`src/sbus_frame_decoder_core_defines.svh`:
```
// ----------------------------------------------------------------------------
// S.BUS frame decoder - assertion macros
// Shared concurrent assertion forms, sampled on clk and idle while arst_n is low.
// ----------------------------------------------------------------------------
`ifndef SBUS_FRAME_DECODER_CORE_DEFINES_SVH
`define SBUS_FRAME_DECODER_CORE_DEFINES_SVH

// same-cycle implication
`define SBF_ASSERT_IMP(lbl, ante, cons, msg) \
	lbl: assert property (@(posedge clk) disable iff (!arst_n) (ante) |-> (cons)) \
		else $error(msg);

// next-cycle implication
`define SBF_ASSERT_NXT(lbl, ante, cons, msg) \
	lbl: assert property (@(posedge clk) disable iff (!arst_n) (ante) |=> (cons)) \
		else $error(msg);

`endif

```
`src/sbf_pkg.sv`:
```
// ----------------------------------------------------------------------------
// S.BUS frame decoder - package
// Shared constants, register codes and transfer types.
// ----------------------------------------------------------------------------
`default_nettype none

package sbf_pkg;

	localparam int DEF_FRAME_BYTES = 25;
	localparam int NUM_ANALOG      = 16;
	localparam int NUM_CHANNELS    = 18;
	localparam int CH_W            = 11;
	localparam int CH_IDX_W        = 5;
	localparam int DATA_FIRST      = 1;
	localparam int DATA_LAST       = 22;
	localparam int CNT_W           = 32;

	localparam logic [CH_W-1:0] DIGITAL_ON = 11'h7FF;

	localparam logic [1:0] MODE_FAILSAFE = 2'd0;
	localparam logic [1:0] MODE_LOW      = 2'd1;
	localparam logic [1:0] MODE_HIGH     = 2'd2;
	localparam logic [1:0] MODE_IDLE     = 2'd3;

	localparam int CFG_IDX_W  = 3;
	localparam int CFG_DATA_W = 11;

	localparam logic [CFG_IDX_W-1:0] CFG_START_MARKER     = 3'd0;
	localparam logic [CFG_IDX_W-1:0] CFG_END_MARKER       = 3'd1;
	localparam logic [CFG_IDX_W-1:0] CFG_MODE_CHANNEL     = 3'd2;
	localparam logic [CFG_IDX_W-1:0] CFG_MIDDLE_POSITION  = 3'd3;
	localparam logic [CFG_IDX_W-1:0] CFG_MIDDLE_TOLERANCE = 3'd4;

	localparam logic [7:0]          RST_START_MARKER     = 8'd15;
	localparam logic [7:0]          RST_END_MARKER       = 8'd0;
	localparam logic [4:0]          RST_MODE_CHANNEL     = 5'd4;
	localparam logic [CH_W-1:0]     RST_MIDDLE_POSITION  = 11'd1024;
	localparam logic [CH_W-1:0]     RST_MIDDLE_TOLERANCE = 11'd100;

	typedef struct packed {
		logic [7:0]      start_marker;
		logic [7:0]      end_marker;
		logic [4:0]      mode_channel;
		logic [CH_W-1:0] middle_position;
		logic [CH_W-1:0] middle_tolerance;
	} cfg_t;

	typedef struct packed {
		logic [7:0] rx_byte;
	} rx_item_t;

	typedef struct packed {
		logic                frame_ok;
		logic [CH_IDX_W-1:0] channel_index;
		logic [CH_W-1:0]     channel_value;
		logic                failsafe;
		logic [1:0]          switch_mode;
		logic [CNT_W-1:0]    good_frames;
		logic [CNT_W-1:0]    error_frames;
		logic                last;
	} res_item_t;

	typedef struct packed {
		logic             start;
		logic             ok;
		logic             bank;
		logic             fs;
		logic [1:0]       dig;
		logic [CNT_W-1:0] good;
		logic [CNT_W-1:0] err;
	} job_t;

endpackage

`default_nettype wire

```
`src/sbf_stream_if.sv`:
```
// ----------------------------------------------------------------------------
// S.BUS frame decoder - stream interface
// Valid/ready channel carrying one payload per transfer.
// ----------------------------------------------------------------------------
`default_nettype none

interface sbf_stream_if #(
	parameter type payload_t = logic
);

	logic     valid;
	logic     ready;
	payload_t payload;

	modport source (output valid, output payload, input ready);
	modport sink   (input valid, input payload, output ready);

endinterface

`default_nettype wire

```
`src/sbf_store.sv`:
```
// ----------------------------------------------------------------------------
// S.BUS frame decoder - frame store
// Two-bank byte memory, one write port, one registered read port.
// ----------------------------------------------------------------------------
`default_nettype none

module sbf_store import sbf_pkg::*; #(
	parameter int FRAME_BYTES = DEF_FRAME_BYTES
) (
	input  wire logic                                     clk,
	input  wire logic                                     we,
	input  wire logic [$clog2(2*(FRAME_BYTES-1))-1:0]     waddr,
	input  wire logic [7:0]                               wdata,
	input  wire logic                                     re,
	input  wire logic [$clog2(2*(FRAME_BYTES-1))-1:0]     raddr,
	output logic      [7:0]                               rdata
);

	localparam int DEPTH = 2 * (FRAME_BYTES - 1);

	logic [7:0] mem [DEPTH];

	always_ff @(posedge clk) begin
		if (we) begin
			mem[waddr] <= wdata;
		end
		if (re) begin
			rdata <= mem[raddr];
		end
	end

endmodule

`default_nettype wire

```
`src/sbf_collect.sv`:
```
// ----------------------------------------------------------------------------
// S.BUS frame decoder - byte collector
// Writes frame bytes to the store, checks frame markers, keeps the counters.
// ----------------------------------------------------------------------------
`default_nettype none

module sbf_collect import sbf_pkg::*; #(
	parameter int FRAME_BYTES = DEF_FRAME_BYTES
) (
	input  wire logic                                     clk,
	input  wire logic                                     arst_n,
	sbf_stream_if.sink                                    rx,
	input  wire cfg_t                                     cfg,
	input  wire logic                                     busy,
	output job_t                                          job,
	output logic                                          we,
	output logic      [$clog2(2*(FRAME_BYTES-1))-1:0]     waddr,
	output logic      [7:0]                               wdata
);

	localparam int STORE_DEPTH = FRAME_BYTES - 1;
	localparam int POS_W       = $clog2(FRAME_BYTES);
	localparam int ADDR_W      = $clog2(2 * STORE_DEPTH);
	localparam int FLAG_POS    = FRAME_BYTES - 2;

	logic [POS_W-1:0] pos_q;
	logic             bank_q;
	logic [7:0]       byte0_q;
	logic [7:0]       flag_q;
	logic [CNT_W-1:0] good_q;
	logic [CNT_W-1:0] err_q;
	job_t             job_q;

	logic at_end;
	logic xfer;
	logic ok;

	assign at_end   = pos_q == POS_W'(STORE_DEPTH);
	assign rx.ready = !(at_end && (busy || job_q.start));
	assign xfer     = rx.valid && rx.ready;
	assign ok       = (byte0_q == cfg.start_marker) && (rx.payload.rx_byte == cfg.end_marker);

	assign we    = xfer && !at_end;
	assign waddr = ADDR_W'(pos_q) + (bank_q ? ADDR_W'(STORE_DEPTH) : ADDR_W'(0));
	assign wdata = rx.payload.rx_byte;
	assign job   = job_q;

	always_ff @(posedge clk or negedge arst_n) begin
		if (!arst_n) begin
			pos_q  <= '0;
			bank_q <= 1'b0;
			good_q <= '0;
			err_q  <= '0;
			job_q  <= '0;
		end else begin
			job_q.start <= xfer && at_end;
			if (xfer) begin
				if (at_end) begin
					pos_q       <= '0;
					job_q.ok    <= ok;
					job_q.bank  <= bank_q;
					job_q.fs    <= flag_q[3];
					job_q.dig   <= flag_q[1:0];
					job_q.good  <= ok ? good_q + 1'b1 : good_q;
					job_q.err   <= ok ? err_q : err_q + 1'b1;
					if (ok) begin
						good_q <= good_q + 1'b1;
						bank_q <= !bank_q;
					end else begin
						err_q <= err_q + 1'b1;
					end
				end else begin
					pos_q <= pos_q + 1'b1;
				end
			end
		end
	end

	always_ff @(posedge clk) begin
		if (xfer && pos_q == '0) begin
			byte0_q <= rx.payload.rx_byte;
		end
		if (xfer && pos_q == POS_W'(FLAG_POS)) begin
			flag_q <= rx.payload.rx_byte;
		end
	end

endmodule

`default_nettype wire

```
`src/sbf_unpack.sv`:
```
// ----------------------------------------------------------------------------
// S.BUS frame decoder - channel unpacker
// Reads a stored frame, works out the switch mode and streams 18 results, or one rejection for a bad frame.
// ----------------------------------------------------------------------------
`default_nettype none

`include "sbus_frame_decoder_core_defines.svh"

module sbf_unpack import sbf_pkg::*; #(
	parameter int FRAME_BYTES = DEF_FRAME_BYTES
) (
	input  wire logic                                     clk,
	input  wire logic                                     arst_n,
	input  wire job_t                                     job,
	input  wire cfg_t                                     cfg,
	output logic                                          busy,
	output logic                                          re,
	output logic      [$clog2(2*(FRAME_BYTES-1))-1:0]     raddr,
	input  wire logic [7:0]                               rdata,
	sbf_stream_if.source                                  res
);

	localparam int STORE_DEPTH = FRAME_BYTES - 1;
	localparam int ADDR_W      = $clog2(2 * STORE_DEPTH);

	localparam logic [2:0] ST_IDLE   = 3'd0;
	localparam logic [2:0] ST_MRD    = 3'd1;
	localparam logic [2:0] ST_MCALC  = 3'd2;
	localparam logic [2:0] ST_STREAM = 3'd3;
	localparam logic [2:0] ST_DIG    = 3'd4;
	localparam logic [2:0] ST_ERR    = 3'd5;

	logic [2:0]          st_q;
	logic [4:0]          mch_q;
	logic [4:0]          mbyte_q;
	logic [2:0]          msh_q;
	logic [1:0]          rcnt_q;
	logic                pend_q;
	logic [23:0]         w_q;
	logic [1:0]          mode_q;
	logic [17:0]         acc_q;
	logic [4:0]          cnt_q;
	logic [4:0]          sbyte_q;
	logic [CH_IDX_W-1:0] ch_q;
	logic                bank_q;
	logic                fs_q;
	logic [1:0]          dig_q;
	logic [CNT_W-1:0]    good_q;
	logic [CNT_W-1:0]    err_q;
	logic                out_valid_q;
	res_item_t           out_q;

	logic                out_free;
	logic [7:0]          mbit;
	logic [17:0]         acc_in;
	logic [4:0]          cnt_in;
	logic                emit;
	logic [17:0]         acc_nx;
	logic [4:0]          cnt_nx;
	logic                issue;
	logic [4:0]          rd_idx;
	logic [23:0]         w_sh;
	logic [CH_W-1:0]     sw;
	logic signed [12:0]  lo;
	logic [11:0]         hi;
	logic                below;
	logic                above;
	logic [1:0]          mode_nx;
	logic                ld;
	res_item_t           ld_item;

	assign out_free    = !out_valid_q || res.ready;
	assign res.valid   = out_valid_q;
	assign res.payload = out_q;
	assign busy        = st_q != ST_IDLE;

	assign mbit = 8'(cfg.mode_channel[3:0]) * 8'd11;

	assign acc_in = pend_q ? (acc_q | (18'(rdata) << cnt_q)) : acc_q;
	assign cnt_in = pend_q ? cnt_q + 5'd8 : cnt_q;
	assign emit   = (st_q == ST_STREAM) && (cnt_in >= 5'(CH_W)) && out_free;
	assign acc_nx = emit ? acc_in >> CH_W : acc_in;
	assign cnt_nx = emit ? cnt_in - 5'(CH_W) : cnt_in;
	assign issue  = (st_q == ST_STREAM) && (cnt_nx <= 5'(CH_W - 1))
		&& (sbyte_q <= 5'(DATA_LAST));

	always_comb begin
		re     = 1'b0;
		rd_idx = sbyte_q;
		if (st_q == ST_MRD) begin
			re     = rcnt_q != 2'd3;
			rd_idx = mbyte_q + 5'(rcnt_q);
		end else if (issue) begin
			re = 1'b1;
		end
	end

	assign raddr = ADDR_W'(rd_idx) + (bank_q ? ADDR_W'(STORE_DEPTH) : ADDR_W'(0));

	assign w_sh = w_q >> msh_q;

	always_comb begin
		if (mch_q < 5'(NUM_ANALOG)) begin
			sw = w_sh[CH_W-1:0];
		end else if (mch_q == 5'(NUM_ANALOG)) begin
			sw = dig_q[0] ? DIGITAL_ON : '0;
		end else if (mch_q == 5'(NUM_ANALOG + 1)) begin
			sw = dig_q[1] ? DIGITAL_ON : '0;
		end else begin
			sw = '0;
		end
	end

	assign lo    = $signed({2'b00, cfg.middle_position}) - $signed({2'b00, cfg.middle_tolerance});
	assign hi    = {1'b0, cfg.middle_position} + {1'b0, cfg.middle_tolerance};
	assign below = $signed({2'b00, sw}) < lo;
	assign above = {1'b0, sw} > hi;

	always_comb begin
		if (fs_q) begin
			mode_nx = MODE_FAILSAFE;
		end else if (below) begin
			mode_nx = MODE_LOW;
		end else if (above) begin
			mode_nx = MODE_HIGH;
		end else begin
			mode_nx = MODE_IDLE;
		end
	end

	always_comb begin
		ld                    = 1'b0;
		ld_item.frame_ok      = 1'b1;
		ld_item.channel_index = ch_q;
		ld_item.channel_value = acc_in[CH_W-1:0];
		ld_item.failsafe      = fs_q;
		ld_item.switch_mode   = mode_q;
		ld_item.good_frames   = good_q;
		ld_item.error_frames  = err_q;
		ld_item.last          = 1'b0;
		case (st_q)
			ST_STREAM: begin
				ld = emit;
			end
			ST_DIG: begin
				ld                    = out_free;
				ld_item.channel_value = dig_q[ch_q == 5'(NUM_CHANNELS - 1)] ? DIGITAL_ON : '0;
				ld_item.last          = ch_q == 5'(NUM_CHANNELS - 1);
			end
			ST_ERR: begin
				ld                    = out_free;
				ld_item.frame_ok      = 1'b0;
				ld_item.channel_index = '0;
				ld_item.channel_value = '0;
				ld_item.failsafe      = 1'b0;
				ld_item.switch_mode   = MODE_FAILSAFE;
				ld_item.last          = 1'b1;
			end
			default: begin
				ld = 1'b0;
			end
		endcase
	end

	always_ff @(posedge clk or negedge arst_n) begin
		if (!arst_n) begin
			st_q        <= ST_IDLE;
			rcnt_q      <= '0;
			pend_q      <= 1'b0;
			cnt_q       <= '0;
			sbyte_q     <= '0;
			ch_q        <= '0;
			out_valid_q <= 1'b0;
		end else begin
			if (ld) begin
				out_valid_q <= 1'b1;
			end else if (res.ready) begin
				out_valid_q <= 1'b0;
			end
			case (st_q)
				ST_IDLE: begin
					if (job.start) begin
						rcnt_q <= '0;
						pend_q <= 1'b0;
						if (!job.ok) begin
							st_q <= ST_ERR;
						end else if (cfg.mode_channel < 5'(NUM_ANALOG)) begin
							st_q <= ST_MRD;
						end else begin
							st_q <= ST_MCALC;
						end
					end
				end
				ST_MRD: begin
					pend_q <= re;
					if (re) begin
						rcnt_q <= rcnt_q + 1'b1;
					end
					if (pend_q && rcnt_q == 2'd3) begin
						st_q <= ST_MCALC;
					end
				end
				ST_MCALC: begin
					pend_q  <= 1'b0;
					cnt_q   <= '0;
					sbyte_q <= 5'(DATA_FIRST);
					ch_q    <= '0;
					st_q    <= ST_STREAM;
				end
				ST_STREAM: begin
					cnt_q  <= cnt_nx;
					pend_q <= issue;
					if (issue) begin
						sbyte_q <= sbyte_q + 1'b1;
					end
					if (emit) begin
						ch_q <= ch_q + 1'b1;
						if (ch_q == 5'(NUM_ANALOG - 1)) begin
							st_q <= ST_DIG;
						end
					end
				end
				ST_DIG: begin
					if (out_free) begin
						ch_q <= ch_q + 1'b1;
						if (ch_q == 5'(NUM_CHANNELS - 1)) begin
							st_q <= ST_IDLE;
						end
					end
				end
				ST_ERR: begin
					if (out_free) begin
						st_q <= ST_IDLE;
					end
				end
				default: begin
					st_q <= ST_IDLE;
				end
			endcase
		end
	end

	always_ff @(posedge clk) begin
		if (ld) begin
			out_q <= ld_item;
		end
		if (st_q == ST_IDLE && job.start) begin
			bank_q  <= job.bank;
			fs_q    <= job.fs;
			dig_q   <= job.dig;
			good_q  <= job.good;
			err_q   <= job.err;
			mch_q   <= cfg.mode_channel;
			mbyte_q <= 5'(mbit >> 3) + 5'(DATA_FIRST);
			msh_q   <= mbit[2:0];
		end
		if (st_q == ST_MRD && pend_q) begin
			w_q <= {rdata, w_q[23:8]};
		end
		if (st_q == ST_MCALC) begin
			mode_q <= mode_nx;
			acc_q  <= '0;
		end else if (st_q == ST_STREAM) begin
			acc_q <= acc_nx;
		end
	end

	`SBF_ASSERT_IMP(a_acc_room, pend_q && st_q == ST_STREAM, cnt_q <= 5'(CH_W - 1),
		"accumulator would overflow on byte arrival")
	`SBF_ASSERT_IMP(a_job_idle, job.start, st_q == ST_IDLE,
		"frame job issued while unpacker busy")
	`SBF_ASSERT_NXT(a_last_idle, ld && ld_item.last, st_q == ST_IDLE,
		"unpacker not idle after final result")
	`SBF_ASSERT_IMP(a_dig_index, st_q == ST_DIG,
		ch_q == 5'(NUM_ANALOG) || ch_q == 5'(NUM_CHANNELS - 1),
		"digital channel index out of place")

endmodule

`default_nettype wire

```
`src/sbus_frame_decoder_core.sv`:
```
// ----------------------------------------------------------------------------
// S.BUS frame decoder - top level
// Collects 25-byte S.BUS frames and emits decoded channel results.
// ----------------------------------------------------------------------------
// One received byte is taken per cycle unless a closing byte is held. Bytes 0 to
// 23 of a frame go into a two-bank frame memory, so the next frame fills one bank
// while the previous one is read from the other. On the closing byte the start
// and end markers are checked: a bad frame gives a single rejected result, a good
// frame gives 18 channel results, at most one per cycle as the output is taken.
// Unpacking a good frame reads 3 bytes for an analog mode channel, then 22 data
// bytes through the single memory read port; if the next frame closes before
// that is done, its closing byte waits. The output register lets bytes keep
// flowing while a result waits to be taken. Configuration registers are written
// through cfg_we, cfg_idx and cfg_data; writes to unknown indexes are dropped.
`default_nettype none

module sbus_frame_decoder_core import sbf_pkg::*; #(
	parameter int FRAME_BYTES = DEF_FRAME_BYTES
) (
	input  wire logic                  clk,
	input  wire logic                  arst_n,
	sbf_stream_if.sink                 rx,
	sbf_stream_if.source               res,
	input  wire logic                  cfg_we,
	input  wire logic [CFG_IDX_W-1:0]  cfg_idx,
	input  wire logic [CFG_DATA_W-1:0] cfg_data
);

	localparam int ADDR_W = $clog2(2 * (FRAME_BYTES - 1));

	cfg_t              cfg_q;
	job_t              job;
	logic              busy;
	logic              we;
	logic [ADDR_W-1:0] waddr;
	logic [7:0]        wdata;
	logic              re;
	logic [ADDR_W-1:0] raddr;
	logic [7:0]        rdata;

	always_ff @(posedge clk or negedge arst_n) begin
		if (!arst_n) begin
			cfg_q.start_marker     <= RST_START_MARKER;
			cfg_q.end_marker       <= RST_END_MARKER;
			cfg_q.mode_channel     <= RST_MODE_CHANNEL;
			cfg_q.middle_position  <= RST_MIDDLE_POSITION;
			cfg_q.middle_tolerance <= RST_MIDDLE_TOLERANCE;
		end else if (cfg_we) begin
			case (cfg_idx)
				CFG_START_MARKER:     cfg_q.start_marker     <= cfg_data[7:0];
				CFG_END_MARKER:       cfg_q.end_marker       <= cfg_data[7:0];
				CFG_MODE_CHANNEL:     cfg_q.mode_channel     <= cfg_data[4:0];
				CFG_MIDDLE_POSITION:  cfg_q.middle_position  <= cfg_data[CH_W-1:0];
				CFG_MIDDLE_TOLERANCE: cfg_q.middle_tolerance <= cfg_data[CH_W-1:0];
				default: begin
				end
			endcase
		end
	end

	sbf_collect #(
		.FRAME_BYTES (FRAME_BYTES)
	) u_collect (
		.clk    (clk),
		.arst_n (arst_n),
		.rx     (rx),
		.cfg    (cfg_q),
		.busy   (busy),
		.job    (job),
		.we     (we),
		.waddr  (waddr),
		.wdata  (wdata)
	);

	sbf_store #(
		.FRAME_BYTES (FRAME_BYTES)
	) u_store (
		.clk   (clk),
		.we    (we),
		.waddr (waddr),
		.wdata (wdata),
		.re    (re),
		.raddr (raddr),
		.rdata (rdata)
	);

	sbf_unpack #(
		.FRAME_BYTES (FRAME_BYTES)
	) u_unpack (
		.clk    (clk),
		.arst_n (arst_n),
		.job    (job),
		.cfg    (cfg_q),
		.busy   (busy),
		.re     (re),
		.raddr  (raddr),
		.rdata  (rdata),
		.res    (res)
	);

endmodule

`default_nettype wire

```
`src/flat_wrapper.sv`:
```
// flat-port wrapper written by rule: the top's interface ports become plain ports
module sbus_frame_decoder_core_flat import sbf_pkg::*;
#(
	parameter int FRAME_BYTES = DEF_FRAME_BYTES
)
  (clk, arst_n, cfg_we, cfg_idx, cfg_data, rx_valid, rx_payload, rx_ready, res_valid, res_payload, res_ready);
  sbf_stream_if #(.payload_t(rx_item_t)) rx_i ();
  sbf_stream_if #(.payload_t(res_item_t)) res_i ();
  input  wire logic clk;
  input  wire logic arst_n;
  input  wire logic cfg_we;
  input  wire logic [CFG_IDX_W-1:0] cfg_idx;
  input  wire logic [CFG_DATA_W-1:0] cfg_data;
  input wire logic [$bits(rx_i.valid)-1:0] rx_valid;
  input wire logic [$bits(rx_i.payload)-1:0] rx_payload;
  output wire logic [$bits(rx_i.ready)-1:0] rx_ready;
  output wire logic [$bits(res_i.valid)-1:0] res_valid;
  output wire logic [$bits(res_i.payload)-1:0] res_payload;
  input wire logic [$bits(res_i.ready)-1:0] res_ready;
  assign rx_i.valid = rx_valid;
  assign rx_i.payload = rx_payload;
  assign rx_ready = rx_i.ready;
  assign res_valid = res_i.valid;
  assign res_payload = res_i.payload;
  assign res_i.ready = res_ready;
  sbus_frame_decoder_core #(.FRAME_BYTES(FRAME_BYTES)) u_core (.clk(clk), .arst_n(arst_n), .rx(rx_i), .res(res_i), .cfg_we(cfg_we), .cfg_idx(cfg_idx), .cfg_data(cfg_data));
endmodule
```
`config.mk`:
```
export PLATFORM = sky130hd
export DESIGN_NAME = sbus_frame_decoder_core_flat
export DESIGN_NICKNAME = d
export VERILOG_FILES = /design/src/sbf_pkg.sv /design/src/sbf_stream_if.sv /design/src/sbf_store.sv /design/src/sbf_collect.sv /design/src/sbf_unpack.sv /design/src/sbus_frame_decoder_core.sv /design/src/flat_wrapper.sv
export VERILOG_INCLUDE_DIRS = /design/src /design/src/src
export SDC_FILE = /design/constraint.sdc
export NUM_CORES = 1
export LEC_CHECK = 0
export BUFFER_PORTS_ARGS = -buffer_cell sky130_fd_sc_hd__buf_4
export CAP_MARGIN = 20
export CORE_MARGIN = 5
export CORE_UTILIZATION = 30
export DETAILED_ROUTE_END_ITERATION = 10
export PLACE_DENSITY = 0.52
export SLEW_MARGIN = 30
export SYNTH_ARGS = -nofsm -noshare
export SYNTH_HDL_FRONTEND = slang
export SYNTH_SLANG_ARGS = --single-unit
```
`constraint.sdc`:
```
create_clock -name clk -period 26.8 [get_ports clk]
set_input_delay 2.68 -clock clk [delete_from_list [all_inputs] [get_ports clk]]
set_output_delay 2.68 -clock clk [all_outputs]
set_load 0.05 [all_outputs]
```
==> results.json <==
{
  "r2r_slack_ns": 22.15,
  "max_slew_margin": 0.359,
  "cpPeakStageDelay_ns": 0.68,
  "fin_crit_sh": 0.196,
  "clkTransAtPathRegs_ns": 0.06,
  "grt.busiest_layer": "met2",
  "drcViolationCount": 0,
  "grt_use_met1": 0.172,
  "path_cells": "nor4_2 > nand2b_1 > buf_4",
  "portBuffers": 113,
  "die_x_um": 337,
  "syn_avg_cell_area_um2": 13.1,
  "status": "finished, final reports clean",
  "grtUsageMet2": 0.227,
  "synthSimpleGateAreaFrac": 0.122,
  "worstRegToRegCells": 19,
  "fin_area_um2": 37200,
  "layout_min_cycle_time_ns": 5.26,
  "gr-total-overflow": 0,
  "cts.htree.levels": 3,
  "cpLargestDelayFamily": "simple AND/OR/NAND/NOR gates",
  "synthMuxAreaShare": 0.0444,
  "worstSetupPathDepth": 3,
  "synthTopCellsByCount": "edfxtp_1 (594), nand2_1 (436), nor2_1 (149), dfrtp_1 (132), a21oi_1 (96)",
  "syn_area_um2": 32100,
  "rows": 120,
  "final_layout_size_suffix_gt1_frac": 0.136,
  "cts_tree": "done",
  "endpoint": "rx_ready",
  "gp_congestion": 0.867,
  "worst_slack_ns": 21.54,
  "max_slew.worst_pin.slew_ns": 0.961,
  "avgRoutedWirePerCell_um": 19.0,
  "drt_iter0_markers": 1519,
  "antenna_found_initial": 5,
  "hold_viol_final": 0,
  "syn2layout_area_growth_pct": 16.1,
  "r2r_start": "u_core.cfg_q[11]$_DFFE_PN0P_",
  "n_antenna_cell": 0,
  "fill_cells": 10300,
  "cts-root-buf": "clkbuf_16",
  "synth_compound_area_frac": 0.0731,
  "hold_path_class": "reg -> reg",
  "grt_max_degree": 180,
  "synthArstFlopShare": 0.187,
  "pre_cts_slack_ns": 21.10,
  "yosysTopAreaCellShare": 0.556,
  "routed_wl_um": 76600,
  "ys_seq_elements": 753,
  "nets": 2658,
  "slowest_stage": "nor4_2",
  "die_area_um2": 114000,
  "hold_slack_ns": 0.416,
  "synth_cell_types": 79,
  "finalSetupViolCount": 0,
  "arrival_ns": 2.58,
  "grt_pass1_vias": 19600,
  "hpwl_um": 49900,
  "synth_top_family_by_area": "simple AND/OR/NAND/NOR gates",
  "worstSetupEndpointType": "output port",
  "rsz0062_at_grt": "no",
  "fin_skew_ns": 0.0184,
  "ant_nets": 0,
  "total_power_mw": 3.86,
  "grt_pass1_wl_um": 118000,
  "worstSetupPathType": "reg -> out",
  "maxCapViolCount": 0,
  "irDropWorstVdd_v": 0.0000651,
  "synth-main-ff-cell": "edfxtp_1",
  "die_h_um": 337,
  "crit_buf_inv": 1,
  "fmax_mhz": 190,
  "cts_setup_buffers": 0,
  "critPathMaxFanout": 16,
  "tns_ns": 0,
  "vias": 19600,
  "worst_r2r_endpoint": "u_core.u_unpack.mode_q[0]$_SDFFCE_PP0P_",
  "hold_start": "u_core.u_unpack.good_q[23]$_DFFE_PP_",
  "via_per_inst": 4.87,
  "dpl_cell_area_um2": 34400,
  "synth_warnings": 0,
  "synth_edf_count": 594,
  "yosysMostFrequentCell": "edfxtp_1",
  "post_cts_resized": 0,
  "synth_nets": 2548,
  "critPathLaunchType": "flip-flop",
  "synth.yosys.seq_area_share": 0.678,
  "start_util": 0.301,
  "drtPass1Iterations": 5,
  "synth_area_leaders": "edfxtp_1 (56%), dfrtp_1 (10%), nand2_1 (5.1%)",
  "numCtsBuffers": 85,
  "power_density_nw_per_um2": 104,
  "met3_usage": 0.0217,
  "syn_inst": 2445,
  "core_region_area_um2": 107000,
  "synth_fa_ha_area_frac": 0.0314,
  "maxSlewViolCount": 0,
  "ctsHoldBuffers": 0,
  "cts_max_path_buffers": 3,
  "cts.sinks": 753,
  "synthXorXnorAreaFrac": 0.0298,
  "yosys.area.top_type": "edfxtp_1",
  "required_ns": 24.12,
  "grt_usage": 0.132,
  "clock_latency_ns": 0.64,
  "leakagePower_nw": 13.9,
  "startpoint": "u_core.u_unpack.st_q[2]$_DFFE_PN0P_",
  "io_pins": 114
}
==> cell type report <==
type	instances	area, um2	area share
sequential	753	21700	0.584
clock inverter	49	455	0.0122
multi-input combinational	1526	9730	0.261
inverter	57	214	0.00575
timing repair buffer	132	1040	0.0280
clock buffer	107	2270	0.0611
tap	1403	1760	0.0472
==> metrics by stage <==
step	std cells	util
final	4027	0.349
after global routing	4027	0.349
after CTS	4026	0.349
after detailed placement	3870	0.323
after global placement	3870	0.323
after floorplan	2445	-
==> kinds of logic after synthesis <==
group,Yosys count
compound gates,348
xor+xnor,109
fa+ha+maj,77
buf+inv,166
flops,753
mux,125
simple gates,867
==> per-layer routing <==
metal | share of wire | wire length (um) | up-vias
li1 | - | - | 9222
met2 | 0.50 | 38100 | 447
met5 | 0.00014 | 11 | -
met3 | 0.050 | 3810 | 130
met4 | 0.028 | 2140 | 2
met1 | 0.42 | 32500 | 9828
==> cell usage in the layout, fill, tap and decap left out, drive strengths merged, types with 10 or more instances in the layout <==
cell type / synthesis / layout
nor3: 19 / 19
a31oi: 18 / 18
clkbuf: 69 / 107
o211ai: 16 / 16
a21o: 13 / 13
inv: 57 / 63
edfxtp: 594 / 594
nand4: 17 / 17
xor2: 58 / 58
mux2: 58 / 58
a22o: 10 / 10
and3: 82 / 82
nand3: 65 / 65
or3: 11 / 11
buf: 40 / 132
a21oi: 97 / 97
nand2b: 13 / 13
dfrtp: 132 / 132
clkinv: 0 / 32
ha: 70 / 70
o31ai: 11 / 11
o32ai: 23 / 23
dfxtp: 18 / 18
xnor2: 51 / 51
a211oi: 14 / 14
mux2i: 59 / 59
o21ai: 66 / 66
nor4: 11 / 11
a311oi: 25 / 25
nor2: 150 / 150
nor2b: 21 / 21
and2: 13 / 13
nand2: 436 / 436
==> power breakdown <==
part	switching, mW	internal (mW)
Sequential	0.0904	1.41
Combinational	0.821	0.402
Clock	0.468	0.671
Total	1.38	2.48
==> state kept, by name, summed over array words and instances, names as in the netlist, 2 cells and up <==
signal                       count
u_core.u_unpack.cnt_q            5
u_core.u_unpack.rcnt_q           2
u_core.u_collect.pos_q           5
u_core.u_unpack.good_q          32
u_core.u_unpack.sbyte_q          5
u_core.u_unpack.err_q           32
u_core.u_unpack.res.payload     85
u_core.u_collect.byte0_q         8
u_core.u_store.rdata             8
u_core.u_collect.flag_q          3
u_core.u_unpack.dig_q            2
u_core.cfg_q                    43
u_core.u_unpack.mch_q            5
u_core.u_unpack.msh_q            2
u_core.u_unpack.w_q             24
u_core.u_unpack.ch_q             5
u_core.u_collect.job            38
u_core.u_collect.err_q          32
u_core.u_unpack.acc_q           18
u_core.u_unpack.mode_q           2
u_core.u_unpack.st_q             3
u_core.u_store.mem             384
u_core.u_unpack.mbyte_q          5
==> worst register-to-register path, stage by stage, from the launching register on <==
cell and delay (ns):
dfrtp_1 0.39, inv_1 0.06, ha_1 0.15, inv_1 0.05, fa_1 0.41, a21o_1 0.18, a21oi_1 0.23, o21ai_0 0.16
a2111o_1 0.48, a31o_2 0.25, a21oi_1 0.18, xor2_1 0.19, ha_1 0.27, o211ai_1 0.27, a211oi_1 0.12, a221oi_1 0.28
o211ai_1 0.15, a41oi_1 0.26, nand3_1 0.11, a31oi_1 0.28
==> worst min path at each step <==
stage                                                            to  slack (ns)  depth (start not counted)
after global placement    u_core.u_unpack.res.payload[58]$_DFFE_PP_        0.40                          0
after floorplan           u_core.u_unpack.res.payload[10]$_DFFE_PP_        0.40                          0
after detailed placement   u_core.u_unpack.res.payload[4]$_DFFE_PP_        0.40                          0
final                     u_core.u_unpack.res.payload[56]$_DFFE_PP_        0.42                          0
after global routing       u_core.u_unpack.res.payload[4]$_DFFE_PP_        0.42                          0
after CTS                  u_core.u_unpack.res.payload[4]$_DFFE_PP_        0.42                          0
No activity file was read; power rests on OpenSTA's default activity.
